[src/sv/mmri_pkg.sv]
`timescale 1ns / 1ps

package mmri_pkg;

  localparam logic [1:0] ST_OK    = 2'd0;
  localparam logic [1:0] ST_FULL  = 2'd1;
  localparam logic [1:0] ST_EMPTY = 2'd2;

  typedef struct packed {
    logic [63:0] start;
    logic [63:0] len;
    logic [7:0]  kind;
  } region_t;

  typedef enum logic [3:0] {
    OP_NONE,
    OP_CARRY_IN,
    OP_CARRY_REST,
    OP_SWAP,
    OP_WR_CARRY,
    OP_WR_RD,
    OP_LOAD_L,
    OP_LOAD_R,
    OP_ENDS,
    OP_DECIDE,
    OP_WR_L,
    OP_WR_R,
    OP_EMIT_RD,
    OP_EMIT_ZERO
  } dp_op_t;

  typedef struct packed {
    dp_op_t op;
    logic   rd_en;
  } dp_cmd_t;

  typedef struct packed {
    logic       wr_l;
    logic       wr_r;
    logic       drop_lo;
    logic       drop_hi;
    logic       add_rest;
    logic [1:0] adv;
  } verdict_t;

  typedef struct packed {
    logic     lt;
    verdict_t verdict;
  } dp_sts_t;

  function automatic logic [63:0] sat_sub(logic [64:0] a, logic [64:0] b);
    logic [64:0] d;
    d = a - b;
    return d[64] ? {64{1'b1}} : d[63:0];
  endfunction

endpackage

[src/sv/mmri_ctrl.sv]
`timescale 1ns / 1ps

module mmri_ctrl #(
  parameter int MAX_REGIONS = 32,
  parameter int AW = 5,
  parameter int CW = 6
) (
  input  logic              clk,
  input  logic              rst_n,
  input  logic              in_valid,
  input  logic              in_kind,
  output logic              in_stall,
  output logic              out_valid,
  input  logic              out_stall,
  output logic [5:0]        out_entry_index,
  output logic [5:0]        out_entry_count,
  output logic [1:0]        out_status,
  output logic              out_last,
  output mmri_pkg::dp_cmd_t cmd,
  output logic [AW-1:0]     rd_addr,
  output logic [AW-1:0]     wr_addr,
  input  mmri_pkg::dp_sts_t sts
);

  localparam int IW = CW + 1;

  typedef enum logic [4:0] {
    S_IDLE, S_ADD_RD, S_ADD_CMP, S_ADD_WR, S_ADD_REST,
    S_PAIR_CHK, S_PAIR_RDL, S_PAIR_RDR, S_PAIR_ENDS, S_PAIR_DEC, S_PAIR_WR,
    S_DROP_RD, S_DROP_WR, S_NEXT, S_RESULT, S_RO_RD, S_RO_EMIT
  } state_t;

  state_t             state_r;
  logic [CW-1:0]      count_r;
  logic [IW-1:0]      idx_r;
  logic [IW-1:0]      i_r;
  logic               in_pass_r;
  logic [1:0]         res_r;
  mmri_pkg::verdict_t verdict_r;
  logic               ovalid_r;
  logic [5:0]         oindex_r;
  logic [5:0]         ocount_r;
  logic [1:0]         ostatus_r;
  logic               olast_r;

  logic          out_free;
  logic [IW-1:0] count_w, idx_p1, i_p1;
  logic          full, pass_done, ro_last;

  assign out_free  = !ovalid_r || !out_stall;
  assign count_w   = IW'(count_r);
  assign idx_p1    = idx_r + IW'(1);
  assign i_p1      = i_r + IW'(1);
  assign full      = count_w >= IW'(MAX_REGIONS);
  assign pass_done = idx_p1 >= count_w;
  assign ro_last   = i_p1 == count_w;
  assign in_stall  = state_r != S_IDLE;

  always_comb begin
    cmd.op    = mmri_pkg::OP_NONE;
    cmd.rd_en = 1'b0;
    rd_addr   = i_r[AW-1:0];
    wr_addr   = i_r[AW-1:0];
    case (state_r)
      S_IDLE: begin
        if (in_valid && !in_kind) cmd.op = mmri_pkg::OP_CARRY_IN;
      end
      S_ADD_RD:   cmd.rd_en = i_r < count_w;
      S_ADD_CMP:  if (sts.lt) cmd.op = mmri_pkg::OP_SWAP;
      S_ADD_WR: begin
        cmd.op  = mmri_pkg::OP_WR_CARRY;
        wr_addr = count_r[AW-1:0];
      end
      S_ADD_REST: cmd.op = mmri_pkg::OP_CARRY_REST;
      S_PAIR_CHK: begin
        cmd.rd_en = !pass_done;
        rd_addr   = idx_r[AW-1:0];
      end
      S_PAIR_RDL: begin
        cmd.op    = mmri_pkg::OP_LOAD_L;
        cmd.rd_en = 1'b1;
        rd_addr   = idx_p1[AW-1:0];
      end
      S_PAIR_RDR:  cmd.op = mmri_pkg::OP_LOAD_R;
      S_PAIR_ENDS: cmd.op = mmri_pkg::OP_ENDS;
      S_PAIR_DEC:  cmd.op = mmri_pkg::OP_DECIDE;
      S_PAIR_WR: begin
        if (verdict_r.wr_l) begin
          cmd.op  = mmri_pkg::OP_WR_L;
          wr_addr = idx_r[AW-1:0];
        end else if (verdict_r.wr_r) begin
          cmd.op  = mmri_pkg::OP_WR_R;
          wr_addr = idx_p1[AW-1:0];
        end
      end
      S_DROP_RD: begin
        cmd.rd_en = i_p1 < count_w;
        rd_addr   = i_p1[AW-1:0];
      end
      S_DROP_WR: cmd.op = mmri_pkg::OP_WR_RD;
      S_RESULT:  if (out_free) cmd.op = mmri_pkg::OP_EMIT_ZERO;
      S_RO_RD:   cmd.rd_en = 1'b1;
      S_RO_EMIT: if (out_free) cmd.op = mmri_pkg::OP_EMIT_RD;
      default: ;
    endcase
  end

  always_ff @(posedge clk) begin
    if (!rst_n) begin
      state_r   <= S_IDLE;
      count_r   <= '0;
      idx_r     <= '0;
      i_r       <= '0;
      in_pass_r <= 1'b0;
      res_r     <= mmri_pkg::ST_OK;
      verdict_r <= '0;
      ovalid_r  <= 1'b0;
      oindex_r  <= '0;
      ocount_r  <= '0;
      ostatus_r <= mmri_pkg::ST_OK;
      olast_r   <= 1'b0;
    end else begin
      if (ovalid_r && !out_stall) ovalid_r <= 1'b0;
      case (state_r)
        S_IDLE: begin
          if (in_valid) begin
            i_r       <= '0;
            in_pass_r <= 1'b0;
            res_r     <= mmri_pkg::ST_OK;
            if (!in_kind) begin
              if (full) begin
                res_r   <= mmri_pkg::ST_FULL;
                state_r <= S_RESULT;
              end else begin
                state_r <= S_ADD_RD;
              end
            end else if (count_r == '0) begin
              res_r   <= mmri_pkg::ST_EMPTY;
              state_r <= S_RESULT;
            end else begin
              state_r <= S_RO_RD;
            end
          end
        end
        S_ADD_RD:  state_r <= (i_r < count_w) ? S_ADD_CMP : S_ADD_WR;
        S_ADD_CMP: begin
          i_r     <= i_p1;
          state_r <= S_ADD_RD;
        end
        S_ADD_WR: begin
          count_r <= count_r + CW'(1);
          if (in_pass_r) begin
            state_r <= S_NEXT;
          end else begin
            idx_r   <= '0;
            state_r <= S_PAIR_CHK;
          end
        end
        S_ADD_REST: begin
          in_pass_r <= 1'b1;
          i_r       <= '0;
          if (full) begin
            res_r   <= mmri_pkg::ST_FULL;
            state_r <= S_NEXT;
          end else begin
            state_r <= S_ADD_RD;
          end
        end
        S_PAIR_CHK:  state_r <= pass_done ? S_RESULT : S_PAIR_RDL;
        S_PAIR_RDL:  state_r <= S_PAIR_RDR;
        S_PAIR_RDR:  state_r <= S_PAIR_ENDS;
        S_PAIR_ENDS: state_r <= S_PAIR_DEC;
        S_PAIR_DEC: begin
          verdict_r <= sts.verdict;
          state_r   <= S_PAIR_WR;
        end
        S_PAIR_WR: begin
          if (verdict_r.drop_lo || verdict_r.drop_hi) begin
            i_r     <= verdict_r.drop_lo ? idx_r : idx_p1;
            state_r <= S_DROP_RD;
          end else if (verdict_r.add_rest) begin
            state_r <= S_ADD_REST;
          end else begin
            state_r <= S_NEXT;
          end
        end
        S_DROP_RD: begin
          if (i_p1 < count_w) begin
            state_r <= S_DROP_WR;
          end else begin
            count_r <= count_r - CW'(1);
            state_r <= verdict_r.add_rest ? S_ADD_REST : S_NEXT;
          end
        end
        S_DROP_WR: begin
          i_r     <= i_p1;
          state_r <= S_DROP_RD;
        end
        S_NEXT: begin
          idx_r   <= idx_r + IW'(verdict_r.adv);
          state_r <= S_PAIR_CHK;
        end
        S_RESULT: begin
          if (out_free) begin
            ovalid_r  <= 1'b1;
            oindex_r  <= '0;
            ocount_r  <= 6'(count_r);
            ostatus_r <= res_r;
            olast_r   <= 1'b1;
            state_r   <= S_IDLE;
          end
        end
        S_RO_RD: state_r <= S_RO_EMIT;
        S_RO_EMIT: begin
          if (out_free) begin
            ovalid_r  <= 1'b1;
            oindex_r  <= 6'(i_r);
            ocount_r  <= 6'(count_r);
            ostatus_r <= mmri_pkg::ST_OK;
            olast_r   <= ro_last;
            i_r       <= i_p1;
            state_r   <= ro_last ? S_IDLE : S_RO_RD;
          end
        end
        default: state_r <= S_IDLE;
      endcase
    end
  end

  assign out_valid       = ovalid_r;
  assign out_entry_index = oindex_r;
  assign out_entry_count = ocount_r;
  assign out_status      = ostatus_r;
  assign out_last        = olast_r;

endmodule

[config.mk]
export PLATFORM = sky130hd
export DESIGN_NAME = mmri_ctrl
export DESIGN_NICKNAME = d
export VERILOG_FILES = /design/src/sv/mmri_pkg.sv /design/src/sv/mmri_ctrl.sv
export SDC_FILE = /design/constraint.sdc
export NUM_CORES = 1
export LEC_CHECK = 0
export BUFFER_PORTS_ARGS = -buffer_cell sky130_fd_sc_hd__buf_4
export CORE_MARGIN = 8
export CORE_UTILIZATION = 54
export DETAILED_ROUTE_END_ITERATION = 6
export PLACE_DENSITY = 0.78
export SLEW_MARGIN = 20
export SYNTH_ARGS = -nofsm -noshare
export SYNTH_HDL_FRONTEND = slang
export SYNTH_SLANG_ARGS = --single-unit
[constraint.sdc]
create_clock -name clk -period 3.2 [get_ports clk]
set_input_delay 0.64 -clock clk [delete_from_list [all_inputs] [get_ports clk]]
set_output_delay 0.64 -clock clk [all_outputs]
set_load 0.05 [all_outputs]
# [After elaboration in Yosys (flattened, before gate mapping)]
# Index checks and enable logic that the tools add are counted.
[classes] n_eq_ne=24 n_shift=0 bitwise_logic=0 n_lt_le_gt_ge=4 reduce_logical=27 mux=56 div_mod_pow=0 add_sub_neg=5 n_mul=0
[op_table] op="5-bit one-hot mux with 17 select lines" n=1
[op_table] op="4-bit one-hot mux with 12 select lines" n=1
[op_table] op="4-bit 2-to-1 mux" n=11
[op_table] op="5-bit by 4-bit == test with 1-bit output (second input constant)" n=8
[op_table] op="5-bit 2-to-1 mux" n=7
[op_table] op="7-bit 2-to-1 mux" n=5
[op_table] op="7-bit one-hot mux with 5 select lines" n=1
[op_table] op="6-bit one-hot mux with 2 select lines" n=2
[op_table] op="5-bit by 3-bit == test with 1-bit output (second input constant)" n=4
[op_table] op="6-bit 2-to-1 mux" n=3
[op_table] op="5-bit one-hot mux with 3 select lines" n=1
[op_table] op="7-bit by 1-bit adder with 7-bit output (second input constant)" n=2
[op_table] op="7-bit by 6-bit less-than comparator with 1-bit output" n=2
[op_table] op="2-bit 2-to-1 mux" n=7
[op_table] op="2-bit != test (second input constant)" n=7
[op_table] op="7-bit one-hot mux with 2 select lines" n=1
[op_table] op="5-bit by 2-bit == test with 1-bit output (second input constant)" n=2
[op_table] op="1-bit 2-to-1 mux" n=10
[op_table] op="5-bit one-hot mux with 2 select lines" n=1
[op_table] op="5-bit nonzero test" n=2
[op_table] op="3-bit AND reduction" n=3
[op_table] op="2-bit one-hot mux with 2 select lines" n=2
[op_table] op="2-bit AND reduction" n=4
[op_table] op="2-bit nonzero test" n=4
[op_table] op="17 further kinds" n=25
[word_totals] input_bits=13 romBits=0 latch_bits=0 out_inout_bits=32 ramBits=0 n_memories=0 register_bits=51

# [Longest topological paths before layout]
# Gate-level depths: netlist of the first run.
[logic_depth] word_depth=5 ltp_mapped=11 mapped_depth_nobuf=10

# [Worst setup path after synthesis of the first run]
# Ideal clock, no wire load.
[synth_path] path_type="register to output" start="reg state_r[1]" end="out rd_addr[2]" path_stages_with_launch=5 required_time_ps=2560 path_slack_ps=-201 arrival_time_ps=2761 path_cell_list="dfxtp_1 > buf_2 > and2b_1 > nand3_2 > o311ai_0"
[synth_via] elab_chain_len=2 word_cells_on_any_way=4 classes_between="eq/ne (3); mux (1)"
[synth_rtl] item="from (decl)" line="mmri_ctrl.sv:33" rtl="state_t state_r;"
[synth_rtl] item="from (signal assigned)" line="mmri_ctrl.sv:145" rtl="S_ADD_RD: state_r <= (i_r < count_w) ? S_ADD_CMP : S_ADD_WR;"
[synth_rtl] item="from (signal assigned)" line="mmri_ctrl.sv:169" rtl="S_PAIR_CHK: state_r <= pass_done ? S_RESULT : S_PAIR_RDL;"
[synth_rtl] item="from (signal assigned)" line="mmri_ctrl.sv:192" rtl="state_r <= verdict_r.add_rest ? S_ADD_REST : S_NEXT;"
[synth_rtl] item="5-bit by 4-bit == test with 1-bit output / 5-bit by 3-bit == test with 1-bit output (equally long branches)" line="mmri_ctrl.sv:64" rtl="case (state_r)"
[synth_rtl] item="5-bit one-hot mux with 3 select lines *" line="mmri_ctrl.sv:64"
[synth_rtl] item="to (decl)" line="mmri_ctrl.sv:20" rtl="output logic [AW-1:0] rd_addr,"
# Every way passes the cells marked *; elsewhere a longest branch is shown, timed or not.

==> run summary, run 1 <==
Startpoint Class -> register
Post-synth EDFFs -> 0
Worst Setup SP -> i_r[1]
Outcome -> complete, but fails checks
GRT Total Usage -> 0.254
Worst slew margin -> 0.517
Clock latency on the worst-skew pair -> 320 ps
ANT nets after route -> 0
Post-DR vias/cell -> 6.28
Mapped Avg Cell Area -> 7.68 sq um
Combined area of the multi-input logic cells -> 0.00273 sq mm
Cell with the largest stage delay on the worst path -> or4_4
Boundary Pins -> 45
Core area -> 0.00710 sq mm
DP Cell Count -> 653
Final setup fails -> 1
Residual DRC -> 0
Pre-CTS setup slack -> -12.1 ps
Distinct cells, synth -> 65
Max Slew Vio Count -> 0
Worst-path clk slew -> 100 ps
Data required, critical path -> 2560 ps
Vias -> 4167
R2R Path Start -> state_r[1]
Post-synth net total -> 548
Final min period -> 3350 ps
Crit path kind -> register to primary output
FP Rows -> 31
Number of diodes -> 0
CTS tree -> done
Worst setup margin -> -148 ps
Failing checks -> negative setup slack
Routed WL -> 12900 microns
Cts hold-fix bufs -> 0
Area delta synth->final -> 19.9%
Remaining Overflow, GRT -> 0
Sequential share of the synthesized area -> 0.262
Syn. warnings -> 0
Layout cells sized above 1 -> 0.223
Die Span Y -> 101 microns
Worst setup EP type -> primary output
Initial antenna violation count -> 0
Storage cell area -> 0.00103 sq mm
Clock Skew -> 8.11 ps
FMAX -> 0.299 GHz
Hold_ws -> 475 ps
First-pass GRT wire length -> 20500 microns
Num Clock Sinks -> 51
Port buffer count -> 44
Root Buffer Master -> clkbuf_8
Mapped Cells -> 507
Initial detailed-routing violation count -> 361
Area of the mapped netlist -> 0.00389 sq mm
Top_reg_cell synth -> dfxtp_1
Wire per inst -> 19.4 microns
Leading cell types in the layout, fill and taps excluded -> buf_4 (82), nor2_1 (75), dfxtp_1 (47)
Leakage -> 2.06 nW
Number of H-tree levels -> 2
Vias in the first global route -> 4101
Peak VDD IR -> 0.360 mV
Nets@finish -> 605
Largest fanout on the critical path -> 6
CP cell instances -> buf_4, nand3_2, xnor2_2, ha_1, and3_1, a21boi_0, or4_4, nor2_4, a211o_2, buf_8
Non-Filler Instances -> 664
Slew @ Worst Pin -> 719 ps
Seq cells post-synth -> 51
GP Congestion -> 0.990
Num CTS Buffers -> 5
Async SR Flop Fraction -> 0
Starting Density -> 0.548
Post-layout util -> 0.658
Crit share post-route -> 1.05
Longest Clk Path Bufs -> 2
Hold_sp -> out_last
Max Cap Violations -> 0
Min-Delay Path Class -> register to register
Cell Pwr Density -> 700 mW/mm^2
Crit-path max cell delay -> 560 ps
Most common cell after layout, fill and taps aside -> buf_4
Arrival @ worst endpoint -> 2710 ps
Filler instances -> 620
DR pass1 iterations -> 7
RSZ-0062 raised after global routing -> yes
Post-DP HPWL -> 9750 microns
Chip Width -> 101 microns
Die footprint -> 0.0102 sq mm
Largest net degree at the start of global routing -> 38
Final Hold Fails -> 0
sequential cells by signal, summed over array words and instances (netlist names):
signal           count
out_entry_index      6
res_r                2
out_last             1
in_pass_r            1
state_r              5
out_valid            1
out_entry_count      6
verdict_r            7
out_status           2
idx_r                7
i_r                  7
count_r              6
logic make-up (layout without fill, tap and decap cells):
family / after synthesis / in the layout / synth area share
AO/OA/AOI/OAI: 143 / 143 / 0.242
XOR/XNOR: 23 / 23 / 0.0518
adder cells (fa/ha/maj): 28 / 28 / 0.0939
buffers and inverters: 50 / 108 / 0.0576
flip-flops: 51 / 51 / 0.262
multiplexers: 23 / 23 / 0.0592
AND/OR/NAND/NOR: 189 / 189 / 0.233
stage by stage:
stage / TNS (ps) / power [mW] / cell area (sq um)
2_1_floorplan: 0 / 2.14 / 3890
3_3_place_gp: 0 / 2.70 / 4460
6_report: -148 / 3.27 / 4670
5_1_grt: -211 / 3.45 / 4670
4_1_cts: -106 / 3.19 / 4640
3_5_place_dp: -12.1 / 2.72 / 4460
final timing paths:
| kind | end | slack (ps) | cells past startpoint |
|---|---|---|---|
| worst max-delay path | cmd[0] | -150 | 10 |
| worst min-delay path | out_last | 480 | 2 |
| worst max register to register | count_r[5] | 300 | 10 |
| worst min register to register | out_last | 480 | 2 |
area by class of cell:
| type | instances | area share |
|---|---|---|
| clock buffers | 5 | 0.0147 |
| inverters | 17 | 0.0137 |
| repair buffers | 83 | 0.135 |
| well taps | 99 | 0.0265 |
| flip-flops and latches | 51 | 0.221 |
| clock inverters | 3 | 0.00509 |
| multi-input cells | 406 | 0.584 |
timing repair:
action                     CTS  global route
pin swaps                    1             2
gates resized for setup     18             4
setup buffers                2             1
setup endpoints to repair    1             1
metal layers:
metal	up-vias	GRT usage	wire, microns
met5	-	0	0
met4	0	0.127	472
met3	55	0.0504	1050
met2	214	0.445	6270
met1	1964	0.285	5110
li1	1934	-	-
power by group:
group	internal (mW)	switching (mW)
Sequential	0.710	0.146
Combinational	0.778	1.23
Clock	0.158	0.241
Total	1.65	1.62
synth_stat cells (all sizes together), types with 3 or more instances:
cell | count | area (sq um)
nor2 | 76 | 285
dfxtp | 51 | 1020
a21oi | 43 | 215
nand2 | 37 | 141
o21ai | 31 | 166
ha | 26 | 325
mux2i | 23 | 230
nand3 | 22 | 120
clkbuf | 21 | 78.8
inv | 17 | 63.8
a22oi | 16 | 120
xnor2 | 16 | 140
buf | 11 | 72.6
nor3 | 11 | 65.1
nand2b | 9 | 56.3
a31oi | 8 | 50.1
xor2 | 7 | 61.3
a21o | 6 | 45.0
or2 | 6 | 37.5
and3 | 4 | 25.0
nand3b | 4 | 30.0
nor4 | 4 | 25.0
a211o | 3 | 26.3
a211oi | 3 | 22.5
a311oi | 3 | 26.3
o21bai | 3 | 22.5
or3 | 3 | 20.0
critical path, delay by kind of cell (launching register included):
| family | cells | cell delay [ps] |
|---|---|---|
| adders and majority gates | 1 | 270 |
| and+or+nand+nor | 4 | 960 |
| buffers and inverters | 2 | 290 |
| DFF | 1 | 390 |
| AOI/OAI and AO/OA | 2 | 250 |
| xor gates and xnor gates | 1 | 230 |
(Power assumes the default switching activity.)
==> run 2, diff against run 1 <==
--- a/config.mk
+++ b/config.mk
@@ -5,11 +5,13 @@
 export SDC_FILE = /design/constraint.sdc
 export NUM_CORES = 1
 export LEC_CHECK = 0
+export ABC_CLOCK_PERIOD_IN_PS = 3200
 export BUFFER_PORTS_ARGS = -buffer_cell sky130_fd_sc_hd__buf_4
 export CORE_MARGIN = 8
 export CORE_UTILIZATION = 54
 export DETAILED_ROUTE_END_ITERATION = 6
-export PLACE_DENSITY = 0.78
+export HOLD_SLACK_MARGIN = 0.05
+export PLACE_DENSITY = 0.87
 export SLEW_MARGIN = 20
 export SYNTH_ARGS = -nofsm -noshare
 export SYNTH_HDL_FRONTEND = slang
==> run summary, run 2 (synthesis gave the netlist of run 1 again) <==
Number of H-tree levels -> 2 (unchanged)
FP Rows -> 31 (unchanged)
Crit share post-route -> 1.03 (-0.0166)
CP cell instances -> and3_4, nand3_4, xnor2_4, ha_4, buf_6, a21oi_2, nand2_1, or4_4, nor2_4, a211o_2, buf_8
Clock latency on the worst-skew pair -> 310 ps (about the same)
Wire per inst -> 19.3 microns (-0.80%)
Cell Pwr Density -> 708 mW/mm^2 (+1.1%)
Max Slew Vio Count -> 0 (unchanged)
Vias in the first global route -> 4171 (+1.7%)
Arrival @ worst endpoint -> 2660 ps (-50 ps)
Slew @ Worst Pin -> 668 ps (-50.4 ps)
Startpoint Class -> register
Register share of total power -> 0.244 (-0.018)
Storage cell area -> 0.00103 sq mm (+0.24%)
Comb pwr share -> 0.643 (+0.027)
Hold_ws -> 473 ps (-2.49 ps)
NetSw -> 1.68 mW (+3.5%)
Design Power -> 3.44 mW (+5.3%)
Chip Width -> 101 microns (unchanged)
Outcome -> complete, but fails checks
Max Cap Violations -> 0 (unchanged)
Residual DRC -> 0 (unchanged)
Clock share of power -> 0.113 (-0.009)
Net Sw Frac -> 0.487 (-0.00868)
Core area -> 0.00710 sq mm (unchanged)
Crit-path max cell delay -> 560 ps (about the same)
CTS tree -> done
Vias -> 4219 (+1.2%)
FMAX -> 0.303 GHz (+1.6%)
Longest Clk Path Bufs -> 2 (unchanged)
GRT Total Usage -> 0.255 (+0.000902)
Worst-path clk slew -> 100 ps (about the same)
Top Registers -> i_r (7), idx_r (7), verdict_r (7)
Peak VDD IR -> 0.281 mV (-22%)
Number of diodes -> 0 (unchanged)
GP Congestion -> 1.00 (+1.4%)
Routed WL -> 13100 microns (+1.4%)
Final setup fails -> 1 (unchanged)
Final min period -> 3300 ps (-53.1 ps)
Most common cell after layout, fill and taps aside -> buf_4
Combined area of the multi-input logic cells -> 0.00280 sq mm (+2.8%)
Area delta synth->final -> 24.9%
Post-DR vias/cell -> 6.21 (-0.99%)
Clock Skew -> 6.01 ps (-2.10 ps)
Data required, critical path -> 2560 ps (about the same)
Nets@finish -> 620 (+2.5%)
Layout cells sized above 1 -> 0.252 (+0.0287)
Filler instances -> 593 (-4.4%)
Final Hold Fails -> 0 (unchanged)
Min-Delay Path Class -> register to register
Root Buffer Master -> clkbuf_8
ANT nets after route -> 0 (unchanged)
Boundary Pins -> 45 (unchanged)
Remaining Overflow, GRT -> 0 (unchanged)
Die Span Y -> 101 microns (unchanged)
Worst setup margin -> -95.3 ps (+53.1 ps)
Leading cell types in the layout, fill and taps excluded -> buf_4 (96), nor2_1 (75), dfxtp_1 (45)
Leakage -> 2.15 nW (+4.4%)
Largest fanout on the critical path -> 2 (-4)
Num CTS Buffers -> 5 (unchanged)
Pint -> 1.76 mW (+7.1%)
Port buffer count -> 44 (unchanged)
RSZ-0062 raised after global routing -> yes
Crit path kind -> register to primary output
Worst slew margin -> 0.554 (+0.0366)
Worst setup EP type -> primary output
Starting Density -> 0.548 (unchanged)
Failing checks -> negative setup slack
Num Clock Sinks -> 51 (unchanged)
DR pass1 iterations -> 7 (unchanged)
First-pass GRT wire length -> 20800 microns (+1.3%)
Die footprint -> 0.0102 sq mm (unchanged)
Cell with the largest stage delay on the worst path -> or4_4
Initial antenna violation count -> 0 (unchanged)
Post-DP HPWL -> 9450 microns (-3.0%)
Initial detailed-routing violation count -> 402 (+11%)
Largest net degree at the start of global routing -> 38 (unchanged)
==> run 2: path summary, 6_finish.rpt <==
path                     end      from  cells past startpoint  slack (ps)
setup / recovery      cmd[0]    i_r[4]                     11        -100
hold / removal      out_last  out_last                      2         470
setup reg to reg  count_r[4]    i_r[4]                     12         370
hold reg to reg     out_last  out_last                      2         470
==> run 2: worst max-delay path, delay by kind of cell (launching register included) <==
| family | cells | cell delay, ps |
|---|---|---|
| xor+xnor | 1 | 180 |
| compound gates | 2 | 260 |
| flops | 1 | 350 |
| simple gates | 5 | 1050 |
| buf+inv | 2 | 260 |
| fa+ha+maj | 1 | 230 |
==> run 2: repair_timing <==
item,4_1_cts,5_1_grt
resized for setup,24,10
setup endpoints to repair,1,1
hold buffers,0,0
pin swaps,10,4
setup buffers,14,2
==> run 2: cell type report <==
| type | instances | share of cell area |
|---|---|---|
| inverters | 17 | 0.0131 |
| multi-input cells | 406 | 0.577 |
| repair buffers | 98 | 0.154 |
| flip-flops and latches | 51 | 0.213 |
| well taps | 99 | 0.0255 |
| clock buffers | 6 | 0.0149 |
| clock inverters | 2 | 0.00360 |
==> run 2: metrics by stage <==
stage	setup WS, ps	util	instances	setup TNS (ps)	instance area (sq um)
finish	-95.3	0.685	679	-95.3	4860
detailed placement	-1.77	0.630	655	-1.77	4470
CTS	-82.8	0.672	677	-82.8	4770
global placement	95.4	0.630	655	0	4470
floorplan	18.7	-	507	0	3890
global route	-172	0.685	679	-172	4860
==> run 2: power groups by stage <==
stage	combinational, mW	sequential (mW)	clock [mW]
2_1_floorplan	1.37	0.767	0
3_3_place_gp	1.85	0.821	0
3_5_place_dp	1.86	0.825	0
4_1_cts	2.07	0.820	0.394
5_1_grt	2.35	0.849	0.421
6_report	2.21	0.839	0.390
==> run 2: layer usage <==
metal	global-route usage	wire (microns)	share of wire
met5	0	0	0
met2	0.445	6350	0.49
met3	0.0421	935	0.071
met1	0.291	5070	0.39
met4	0.129	738	0.056
